<file path="src/rtl/core/aflt_pkg.sv">
`timescale 1ns / 1ps
// ----------------------------------------------------------------------------
// aflt_pkg: shared definitions for the audio FIFO level trim loop
// Default widths, filter factors, register map and controller interface types.
// ----------------------------------------------------------------------------
package aflt_pkg;

	localparam int COUNT_BITS_DEF = 16;
	localparam int FRAC_BITS_DEF  = 24;

	// Filter factors in Q0.16.
	localparam int K_BITS = 16;
	localparam int FAST_K = 19660;
	localparam int SLOW_K = 1310;
	localparam int SLEW_K = 6553;

	// Register indexes (word address bit 2).
	localparam logic REG_TARGET_LEVEL = 1'b0;
	localparam logic REG_MAX_TRIM     = 1'b1;

	typedef enum logic [1:0] {
		MUL_FILT = 2'd0,
		MUL_SQR  = 2'd1,
		MUL_CUBE = 2'd2,
		MUL_SLEW = 2'd3
	} mul_sel_t;

	typedef struct packed {
		logic     load;
		logic     div_init;
		logic     div_step;
		logic     fill_load;
		logic     mul_en;
		mul_sel_t mul_sel;
		logic     smooth_upd;
		logic     goal_load;
		logic     out_load;
	} cmd_t;

	typedef struct packed {
		logic inactive;
		logic skip;
		logic div_last;
		logic out_free;
	} sts_t;

endpackage

</file>
<file path="src/rtl/core/aflt_regs.sv">
`timescale 1ns / 1ps
// ----------------------------------------------------------------------------
// aflt_regs: configuration register bank
// Holds the target fill level and the trim limit, written over the APB port.
// ----------------------------------------------------------------------------
module aflt_regs #(
	parameter int FRAC_BITS = aflt_pkg::FRAC_BITS_DEF
) (
	input  logic                 clk,
	input  logic                 arst_n,
	input  logic                 psel,
	input  logic                 penable,
	input  logic                 pwrite,
	input  logic [2:0]           paddr,
	input  logic [31:0]          pwdata,
	output logic [31:0]          prdata,
	output logic [FRAC_BITS:0]   target_level,
	output logic [FRAC_BITS-1:0] max_trim
);

	localparam longint ONE_L = longint'(1) << FRAC_BITS;

	logic [FRAC_BITS:0]   target_q;
	logic [FRAC_BITS-1:0] max_trim_q;
	logic                 wr_en;

	assign wr_en = psel && penable && pwrite;

	always_ff @(posedge clk or negedge arst_n) begin
		if (!arst_n) begin
			target_q   <= (FRAC_BITS+1)'(ONE_L / 2);
			max_trim_q <= FRAC_BITS'(ONE_L / 100);
		end else if (wr_en) begin
			unique case (paddr[2])
				aflt_pkg::REG_TARGET_LEVEL: target_q   <= pwdata[FRAC_BITS:0];
				aflt_pkg::REG_MAX_TRIM:     max_trim_q <= pwdata[FRAC_BITS-1:0];
				default: ;
			endcase
		end
	end

	always_comb begin
		unique case (paddr[2])
			aflt_pkg::REG_TARGET_LEVEL: prdata = 32'(target_q);
			aflt_pkg::REG_MAX_TRIM:     prdata = 32'(max_trim_q);
			default:                    prdata = '0;
		endcase
	end

	assign target_level = target_q;
	assign max_trim     = max_trim_q;

endmodule

</file>
<file path="src/rtl/core/aflt_ctrl.sv">
`timescale 1ns / 1ps
// ----------------------------------------------------------------------------
// aflt_ctrl: sequencer for the trim loop
// Steps one word through divide, filter, cubic error, clamp and slew, or straight to output when inactive or skipped.
// ----------------------------------------------------------------------------
module aflt_ctrl (
	input  logic           clk,
	input  logic           arst_n,
	input  logic           item_valid,
	output logic           item_stall,
	input  aflt_pkg::sts_t sts,
	output aflt_pkg::cmd_t cmd
);

	typedef enum logic [10:0] {
		S_IDLE  = 11'b000_0000_0001,
		S_CHECK = 11'b000_0000_0010,
		S_DIV   = 11'b000_0000_0100,
		S_FILL  = 11'b000_0000_1000,
		S_MULK  = 11'b000_0001_0000,
		S_UPDS  = 11'b000_0010_0000,
		S_SQR   = 11'b000_0100_0000,
		S_CUBE  = 11'b000_1000_0000,
		S_GOAL  = 11'b001_0000_0000,
		S_SLEW  = 11'b010_0000_0000,
		S_OUT   = 11'b100_0000_0000
	} state_t;

	state_t state_q, state_d;

	always_ff @(posedge clk or negedge arst_n) begin
		if (!arst_n) begin
			state_q <= S_IDLE;
		end else begin
			state_q <= state_d;
		end
	end

	assign item_stall = (state_q != S_IDLE);

	always_comb begin
		state_d     = state_q;
		cmd         = '0;
		cmd.mul_sel = aflt_pkg::MUL_FILT;
		unique case (state_q)
			S_IDLE: begin
				if (item_valid) begin
					cmd.load = 1'b1;
					state_d  = S_CHECK;
				end
			end
			S_CHECK: begin
				if (sts.inactive || sts.skip) begin
					state_d = S_OUT;
				end else begin
					cmd.div_init = 1'b1;
					state_d      = S_DIV;
				end
			end
			S_DIV: begin
				cmd.div_step = 1'b1;
				if (sts.div_last) begin
					state_d = S_FILL;
				end
			end
			S_FILL: begin
				cmd.fill_load = 1'b1;
				state_d       = S_MULK;
			end
			S_MULK: begin
				cmd.mul_en  = 1'b1;
				cmd.mul_sel = aflt_pkg::MUL_FILT;
				state_d     = S_UPDS;
			end
			S_UPDS: begin
				cmd.smooth_upd = 1'b1;
				state_d        = S_SQR;
			end
			S_SQR: begin
				cmd.mul_en  = 1'b1;
				cmd.mul_sel = aflt_pkg::MUL_SQR;
				state_d     = S_CUBE;
			end
			S_CUBE: begin
				cmd.mul_en  = 1'b1;
				cmd.mul_sel = aflt_pkg::MUL_CUBE;
				state_d     = S_GOAL;
			end
			S_GOAL: begin
				cmd.goal_load = 1'b1;
				state_d       = S_SLEW;
			end
			S_SLEW: begin
				cmd.mul_en  = 1'b1;
				cmd.mul_sel = aflt_pkg::MUL_SLEW;
				state_d     = S_OUT;
			end
			S_OUT: begin
				if (sts.out_free) begin
					cmd.out_load = 1'b1;
					state_d      = S_IDLE;
				end
			end
			default: begin
				state_d = S_IDLE;
			end
		endcase
	end

endmodule

</file>
<file path="src/rtl/core/aflt_dp.sv">
`timescale 1ns / 1ps
// ----------------------------------------------------------------------------
// aflt_dp: trim loop datapath
// Radix-2 fill divider, one shared registered multiplier, loop state and
// the result register.
// ----------------------------------------------------------------------------
module aflt_dp #(
	parameter int COUNT_BITS = aflt_pkg::COUNT_BITS_DEF,
	parameter int FRAC_BITS  = aflt_pkg::FRAC_BITS_DEF
) (
	input  logic                   clk,
	input  logic                   arst_n,
	input  aflt_pkg::cmd_t         cmd,
	output aflt_pkg::sts_t         sts,
	input  logic                   machine_running,
	input  logic                   fast_forward,
	input  logic                   audio_enabled,
	input  logic                   device_started,
	input  logic [COUNT_BITS-1:0]  buffered_samples,
	input  logic [COUNT_BITS-1:0]  ring_capacity,
	input  logic [FRAC_BITS:0]     target_level,
	input  logic [FRAC_BITS-1:0]   max_trim,
	input  logic                   result_stall,
	output logic                   result_valid,
	output logic signed [FRAC_BITS:0] trim_value,
	output logic                   trim_write
);

	localparam int     F      = FRAC_BITS;
	localparam int     MW     = F + 3;
	localparam int     PW     = 2 * MW;
	localparam int     CW     = $clog2(F);
	localparam int     KB     = aflt_pkg::K_BITS;
	localparam longint ONE_L  = longint'(1) << F;
	localparam longint NEAR_L = (ONE_L * 15) / 100;

	localparam logic signed [F+1:0] NEAR_S = (F+2)'(NEAR_L);
	localparam logic signed [MW-1:0] FAST_S = MW'(aflt_pkg::FAST_K);
	localparam logic signed [MW-1:0] SLOW_S = MW'(aflt_pkg::SLOW_K);
	localparam logic signed [MW-1:0] SLEW_S = MW'(aflt_pkg::SLEW_K);

	logic                   inactive_q, skip_q, sat_q;
	logic [COUNT_BITS-1:0]  queued_q, cap_q, rem_q;
	logic [F-1:0]           quo_q;
	logic [CW-1:0]          cnt_q;
	logic [F:0]             fill_q, smooth_q;
	logic                   lvl_valid_q;
	logic signed [F:0]      trim_q, goal_q;
	logic signed [F+1:0]    e_q;
	logic signed [PW-1:0]   prod_q;
	logic                   out_valid_q, out_write_q;
	logic signed [F:0]      out_value_q;

	logic [COUNT_BITS:0]    shifted, div_sub;
	logic                   div_ge;
	logic [F:0]             fill_d;
	logic signed [F+1:0]    band_d, band_abs, diff, err, slew_d, smooth_sum;
	logic                   fast;
	logic signed [MW-1:0]   sq, mul_a, mul_b;
	logic signed [F+4:0]    cube, dbl, mt, clamped;
	logic signed [F:0]      goal_d, trim_run;

	// Unless saturated, the remainder stays below the capacity; one spare bit holds the doubled value.
	assign shifted = {rem_q, 1'b0};
	assign div_ge  = shifted >= {1'b0, cap_q};
	assign div_sub = shifted - {1'b0, cap_q};
	assign fill_d  = sat_q ? {1'b1, {F{1'b0}}} : {1'b0, quo_q};

	assign band_d   = $signed({1'b0, fill_q}) - $signed({1'b0, target_level});
	assign band_abs = band_d[F+1] ? -band_d : band_d;
	assign fast     = band_abs > NEAR_S;
	assign diff     = $signed({1'b0, fill_q}) - $signed({1'b0, smooth_q});
	assign err      = $signed({1'b0, smooth_q}) - $signed({1'b0, target_level});

	assign smooth_sum = $signed({1'b0, smooth_q}) + (F+2)'(prod_q >>> KB);
	assign sq         = MW'(prod_q >>> F);
	assign cube       = (F+5)'(prod_q >>> F);
	assign dbl        = cube <<< 1;
	assign mt         = $signed({5'b0, max_trim});

	always_comb begin
		if (dbl > mt) begin
			clamped = mt;
		end else if (dbl < -mt) begin
			clamped = -mt;
		end else begin
			clamped = dbl;
		end
	end

	assign goal_d   = (F+1)'(clamped);
	assign slew_d   = $signed({goal_q[F], goal_q}) - $signed({trim_q[F], trim_q});
	assign trim_run = trim_q + (F+1)'(prod_q >>> KB);

	always_comb begin
		case (cmd.mul_sel)
			aflt_pkg::MUL_FILT: begin
				mul_a = MW'(diff);
				mul_b = fast ? FAST_S : SLOW_S;
			end
			aflt_pkg::MUL_SQR: begin
				mul_a = MW'(err);
				mul_b = MW'(err);
			end
			aflt_pkg::MUL_CUBE: begin
				mul_a = sq;
				mul_b = MW'(e_q);
			end
			aflt_pkg::MUL_SLEW: begin
				mul_a = MW'(slew_d);
				mul_b = SLEW_S;
			end
			default: begin
				mul_a = '0;
				mul_b = '0;
			end
		endcase
	end

	always_ff @(posedge clk or negedge arst_n) begin
		if (!arst_n) begin
			cnt_q       <= '0;
			smooth_q    <= '0;
			lvl_valid_q <= 1'b0;
			trim_q      <= '0;
			out_valid_q <= 1'b0;
		end else begin
			if (cmd.div_init) begin
				cnt_q <= '0;
			end else if (cmd.div_step) begin
				cnt_q <= cnt_q + 1'b1;
			end
			// The first reading after an inactive spell seeds the filter.
			if (cmd.fill_load && !lvl_valid_q) begin
				smooth_q    <= fill_d;
				lvl_valid_q <= 1'b1;
			end
			if (cmd.smooth_upd) begin
				smooth_q <= smooth_sum[F:0];
			end
			if (cmd.out_load) begin
				out_valid_q <= 1'b1;
				if (inactive_q) begin
					trim_q      <= '0;
					smooth_q    <= '0;
					lvl_valid_q <= 1'b0;
				end else if (skip_q) begin
					trim_q <= '0;
				end else begin
					trim_q <= trim_run;
				end
			end else if (!result_stall) begin
				out_valid_q <= 1'b0;
			end
		end
	end

	always_ff @(posedge clk) begin
		if (cmd.load) begin
			inactive_q <= !machine_running || fast_forward || !audio_enabled;
			skip_q     <= (ring_capacity == '0) || !device_started;
			queued_q   <= buffered_samples;
			cap_q      <= ring_capacity;
		end
		if (cmd.div_init) begin
			sat_q <= queued_q >= cap_q;
			rem_q <= queued_q;
			quo_q <= '0;
		end else if (cmd.div_step) begin
			rem_q <= div_ge ? div_sub[COUNT_BITS-1:0] : shifted[COUNT_BITS-1:0];
			quo_q <= {quo_q[F-2:0], div_ge};
		end
		if (cmd.fill_load) begin
			fill_q <= fill_d;
		end
		if (cmd.mul_en) begin
			prod_q <= mul_a * mul_b;
			if (cmd.mul_sel == aflt_pkg::MUL_SQR) begin
				e_q <= err;
			end
		end
		if (cmd.goal_load) begin
			goal_q <= goal_d;
		end
		if (cmd.out_load) begin
			if (inactive_q) begin
				out_value_q <= '0;
				out_write_q <= (trim_q != '0);
			end else if (skip_q) begin
				out_value_q <= '0;
				out_write_q <= 1'b0;
			end else begin
				out_value_q <= trim_run;
				out_write_q <= 1'b1;
			end
		end
	end

	assign sts.inactive = inactive_q;
	assign sts.skip     = skip_q;
	assign sts.div_last = (cnt_q == CW'(F - 1));
	assign sts.out_free = !out_valid_q || !result_stall;

	assign result_valid = out_valid_q;
	assign trim_value   = out_value_q;
	assign trim_write   = out_write_q;

endmodule

</file>
<file path="src/rtl/core/audio_fifo_level_trim_loop_unit.sv">
`timescale 1ns / 1ps
// Sequence: an active tick goes through check, the one-bit-per-cycle fill
// divider, fill load and four passes of the shared multiplier (filter, square,
// cube, slew; filter update and goal load between) to the result register; an
// inactive tick, or one without a ring or started device, goes from check to
// the result. One word in flight; a stalled result holds off the next one.
// Reset: asynchronous, active low; clears loop state and result valid,
// and loads the register defaults (target 0.5, trim limit about 0.01).
// ----------------------------------------------------------------------------
// audio_fifo_level_trim_loop_unit: audio ring fill trim loop
// Smooths the ring fill level and slews a cubic resampler trim toward it.
// ----------------------------------------------------------------------------
module audio_fifo_level_trim_loop_unit #(
	parameter int COUNT_BITS = aflt_pkg::COUNT_BITS_DEF,
	parameter int FRAC_BITS  = aflt_pkg::FRAC_BITS_DEF
) (
	input  logic                      clk,
	input  logic                      arst_n,
	input  logic                      psel,
	input  logic                      penable,
	input  logic                      pwrite,
	input  logic [2:0]                paddr,
	input  logic [31:0]               pwdata,
	output logic [31:0]               prdata,
	output logic                      pready,
	input  logic                      item_valid,
	output logic                      item_stall,
	input  logic                      machine_running,
	input  logic                      fast_forward,
	input  logic                      audio_enabled,
	input  logic                      device_started,
	input  logic [COUNT_BITS-1:0]     buffered_samples,
	input  logic [COUNT_BITS-1:0]     ring_capacity,
	output logic                      result_valid,
	input  logic                      result_stall,
	output logic signed [FRAC_BITS:0] trim_value,
	output logic                      trim_write
);

	aflt_pkg::cmd_t       cmd;
	aflt_pkg::sts_t       sts;
	logic [FRAC_BITS:0]   target_level;
	logic [FRAC_BITS-1:0] max_trim;

	assign pready = 1'b1;

	aflt_regs #(
		.FRAC_BITS(FRAC_BITS)
	) u_regs (
		.clk          (clk),
		.arst_n       (arst_n),
		.psel         (psel),
		.penable      (penable),
		.pwrite       (pwrite),
		.paddr        (paddr),
		.pwdata       (pwdata),
		.prdata       (prdata),
		.target_level (target_level),
		.max_trim     (max_trim)
	);

	aflt_ctrl u_ctrl (
		.clk        (clk),
		.arst_n     (arst_n),
		.item_valid (item_valid),
		.item_stall (item_stall),
		.sts        (sts),
		.cmd        (cmd)
	);

	aflt_dp #(
		.COUNT_BITS(COUNT_BITS),
		.FRAC_BITS (FRAC_BITS)
	) u_dp (
		.clk              (clk),
		.arst_n           (arst_n),
		.cmd              (cmd),
		.sts              (sts),
		.machine_running  (machine_running),
		.fast_forward     (fast_forward),
		.audio_enabled    (audio_enabled),
		.device_started   (device_started),
		.buffered_samples (buffered_samples),
		.ring_capacity    (ring_capacity),
		.target_level     (target_level),
		.max_trim         (max_trim),
		.result_stall     (result_stall),
		.result_valid     (result_valid),
		.trim_value       (trim_value),
		.trim_write       (trim_write)
	);

endmodule

</file>
<file path="config.mk">
export PLATFORM = sky130hd
export DESIGN_NAME = audio_fifo_level_trim_loop_unit
export DESIGN_NICKNAME = d
export VERILOG_FILES = /design/src/rtl/core/aflt_pkg.sv /design/src/rtl/core/aflt_regs.sv /design/src/rtl/core/aflt_ctrl.sv /design/src/rtl/core/aflt_dp.sv /design/src/rtl/core/audio_fifo_level_trim_loop_unit.sv
export SDC_FILE = /design/constraint.sdc
export NUM_CORES = 2
export LEC_CHECK = 0
export ABC_AREA = 1
export BUFFER_PORTS_ARGS = -buffer_cell sky130_fd_sc_hd__clkbuf_2
export CAP_MARGIN = 5
export CELL_PAD_IN_SITES_DETAIL_PLACEMENT = 1
export CELL_PAD_IN_SITES_GLOBAL_PLACEMENT = 1
export CORE_ASPECT_RATIO = 1.4
export CORE_MARGIN = 3
export CORE_UTILIZATION = 45
export DETAILED_ROUTE_END_ITERATION = 7
export PLACE_DENSITY = 0.8
export SYNTH_ARGS = -nofsm -noshare
export SYNTH_HDL_FRONTEND = slang
export SYNTH_SLANG_ARGS = --single-unit
</file>
<file path="constraint.sdc">
create_clock -name clk -period 10.2 [get_ports clk]
set_clock_uncertainty 0.1 [all_clocks]
set_input_delay 1.53 -clock clk [delete_from_list [all_inputs] [get_ports clk]]
set_output_delay 1.53 -clock clk [all_outputs]
set_load 0.03 [all_outputs]
</file>
==> metrics.txt <==
clk_lat worst skew roughly 0.59 ns; synthesis-stage register bit count 330; Worst path most repeated cell inv_1; Tot GR Track Use roughly a third; per-cell routed wire length 24.5 um; share of cells above drive strength 1 between 10% and 20%; core area between 100000 and 150000 sq um; Worst Tran Pin Value roughly 1.1 ns; crit-path max FO 7; Fill cells 13700; Vias ~47000; final setup TNS 0 ns; Final Hold Viols 0; Worst EP arrival approximately 10 ns; Worst path slowest cell fa_1; Fmax 98.7 MHz; outcome complete, no violations; syn_area_per_cell roughly 7.9 sq um; Port Buffers roughly 120; most used flip-flop cell after synthesis edfxtp_1; number of global-route vias before repair approximately 52000; TritonCTS Buffers 35; drt drc 0; Layout area overhead 15.6%; Hold Crit Class register to register; Worst setup SP type register; grt ovf 0; H-tree Lvls 2; DP HPWL between 150 and 200 mm; EDFF count, synth roughly 190; first drt pass iteration count 5; Post-DRT Antenna Nets 0; Nets between 8000 and 9000; Die Ht 403 um; Gate Count Post-Synth between 6000 and 7000; Synth async-reset ratio a little over a third; CP required between 10 and 15 ns; Crit. End Element register; register area share after synthesis between 15 and 20%; CTS root buffer clkbuf_16; Worst path max stage delay between 0.5 and 0.6 ns; fin crit period just over 10 ns; DRT iter0 DRCs approximately 2800; clock sinks 330; Setup violations, final 0; die area approximately 120000 sq um; initial antenna violation count 2; Reg clk slew, reported paths 0.07 ns; slew margin rel. 23.4%; Netlist cell types 63; largest net degree at the start of global routing between 60 and 70; routed vias/inst about 5.6; unrepaired setup endpoints after global routing true; die width between 200 and 300 um; part of the cycle the worst path needs 99.4%; routed wire length just over 200 mm; GP Congestion around 0.99; max-slew violation count 0; MaxCap Viol Count 0; std cell rows between 100 and 150; yosys warns 0; Mapped Area 50800 sq um; first-pass GRT wire length approximately 300 mm; CTS max path bufs 3; Crit Path Category register to register; clock tree from TritonCTS yes; initial core utilization between 40% and 50%; I/O pins between 100 and 150
==> final timing paths <==
path	startpoint	end	slack [ns]	cells after the start
setup / recovery	u_regs.target_level[0]	u_dp.prod_q[47]	0.06	44
hold / removal	u_dp.quo_q[23]	u_dp.quo_q[23]	0.39	2
setup reg to reg	u_regs.target_level[0]	u_dp.prod_q[47]	0.06	44
hold reg to reg	u_dp.quo_q[23]	u_dp.quo_q[23]	0.39	2
max in group asynchronous	arst_n	u_ctrl.state_q[5]	7.61	2
min in group asynchronous	arst_n	u_regs.max_trim[0]	1.01	1
==> per-layer routing <==
layer | wire (um) | GRT usage, % | share of wire (%)
met3 | 11000 | 3.78 | 5.4
met5 | 0 | 0 | 0
met4 | 21000 | 26.5 | 10
met1 | 70100 | 35.3 | 34
met2 | 102000 | 60.9 | 50
==> worst max-delay path, delay by kind of cell, from the launching register on <==
| kind | cells | cell delay (ns) |
|---|---|---|
| compound gates | 9 | 1.51 |
| xor+xnor | 2 | 0.62 |
| fa+ha+maj | 10 | 4.21 |
| buf+inv | 13 | 1.80 |
| flops | 1 | 0.45 |
| simple gates | 10 | 1.15 |
==> layout by cell type (no fill, tap or decap), types with 17 or more instances in the layout <==
cell / instances
clkbuf_2: 120
nand3_2: 19
nor3_1: 37
nor2_2: 65
a31oi_1: 20
a21oi_1: 284
ha_4: 33
xor2_1: 93
fa_1: 719
a21oi_2: 23
xnor2_1: 50
buf_4: 405
nand4_1: 49
dfxtp_1: 24
nor2_1: 477
buf_12: 25
inv_1: 1426
nor4_1: 22
ha_1: 343
edfxtp_1: 189
nand3_1: 185
nand2_2: 54
fa_2: 30
clkbuf_16: 37
o21ai_0: 324
o211ai_1: 56
nand2_1: 1309
nor2_4: 17
o22ai_1: 25
inv_2: 62
dfrtp_1: 103
==> metrics by stage <==
step,cells,instance area [sq um],hold slack (ns),util [%],worst slack (ns)
2_1_floorplan,6428,50800,0.324,-,0.715
3_3_place_gp,8245,55700,0.368,49.8,-0.220
3_5_place_dp,8245,55700,0.375,49.8,-0.385
4_1_cts,8316,57200,0.383,51.2,0.000455
5_1_grt,8355,58700,0.420,52.5,-0.336
6_report,8356,58700,0.387,52.5,0.0643
==> registers in the layout, indices dropped and copies added, names as in the netlist <==
register,cells
u_dp.skip_q,1
u_dp.cnt_q,5
u_dp.fill_q,25
u_dp.goal_q,25
u_dp.quo_q,24
u_dp.queued_q,16
u_dp.inactive_q,1
u_ctrl.state_q,11
u_dp.lvl_valid_q,1
u_dp.result_valid,1
u_dp.cap_q,16
u_dp.trim_value,25
u_dp.rem_q,16
u_dp.e_q,26
u_dp.trim_q,25
u_dp.prod_q,36
u_regs.max_trim,24
u_dp.trim_write,1
u_regs.target_level,25
u_dp.smooth_q,25
u_dp.sat_q,1
==> cell families (layout without fill, tap and decap cells) <==
| group | Yosys count | after routing | share of synthesized area (%) |
|---|---|---|---|
| adder cells (fa/ha/maj) | 1133 | 1133 | 39.0 |
| buffers and inverters | 1670 | 2125 | 12.6 |
| XOR/XNOR | 150 | 150 | 2.59 |
| flip-flops | 330 | 330 | 17.9 |
| other | 2 | 10 | 0.0148 |
| AO/OA/AOI/OAI | 839 | 839 | 9.19 |
| AND/OR/NAND/NOR | 2298 | 2299 | 18.7 |
==> Yosys cell counts, types with 13 or more instances <==
| master | number | area (sq um) |
|---|---|---|
| ha_1 | 384 | 4800 |
| nand2_2 | 13 | 81.3 |
| a31oi_1 | 25 | 156 |
| o211ai_1 | 56 | 420 |
| inv_2 | 26 | 97.6 |
| buf_2 | 15 | 75.1 |
| nor2_1 | 536 | 2010 |
| a21oi_1 | 307 | 1540 |
| dfrtp_1 | 105 | 2630 |
| fa_1 | 749 | 15000 |
| o22ai_1 | 25 | 156 |
| nor4_1 | 24 | 150 |
| nand4_1 | 49 | 307 |
| nand3_1 | 197 | 986 |
| nand2_1 | 1358 | 5100 |
| inv_1 | 1465 | 5500 |
| xnor2_1 | 50 | 438 |
| dfxtp_1 | 24 | 480 |
| clkbuf_1 | 125 | 469 |
| nor2_2 | 19 | 119 |
| xor2_1 | 100 | 876 |
| edfxtp_1 | 189 | 5680 |
| o21bai_1 | 13 | 97.6 |
| nor3_1 | 44 | 220 |
| o21ai_0 | 334 | 1670 |
==> final cells by class <==
type	count	area, sq um	share of cell area [%]
multi-input cells	4429	36600	62.4
clock inverters	15	158	0.269
diodes	2	5.00	0.00853
flip-flops and latches	330	9100	15.5
repair buffers	562	4310	7.34
clock buffers	48	996	1.70
well taps	1470	1840	3.13
inverters	1500	5650	9.63
==> what timing repair did <==
action / 4_1_cts / 5_1_grt
gates cloned: 1 / 2
pin swaps: 11 / 119
setup endpoints to repair: 19 / 32
hold buffers: 0 / 0
gates resized for setup: 64 / 295
buffers inserted: 7 / 39
Power is not shown: default switching activity piles up to over one toggle a cycle in this logic, so the estimate is an artifact.
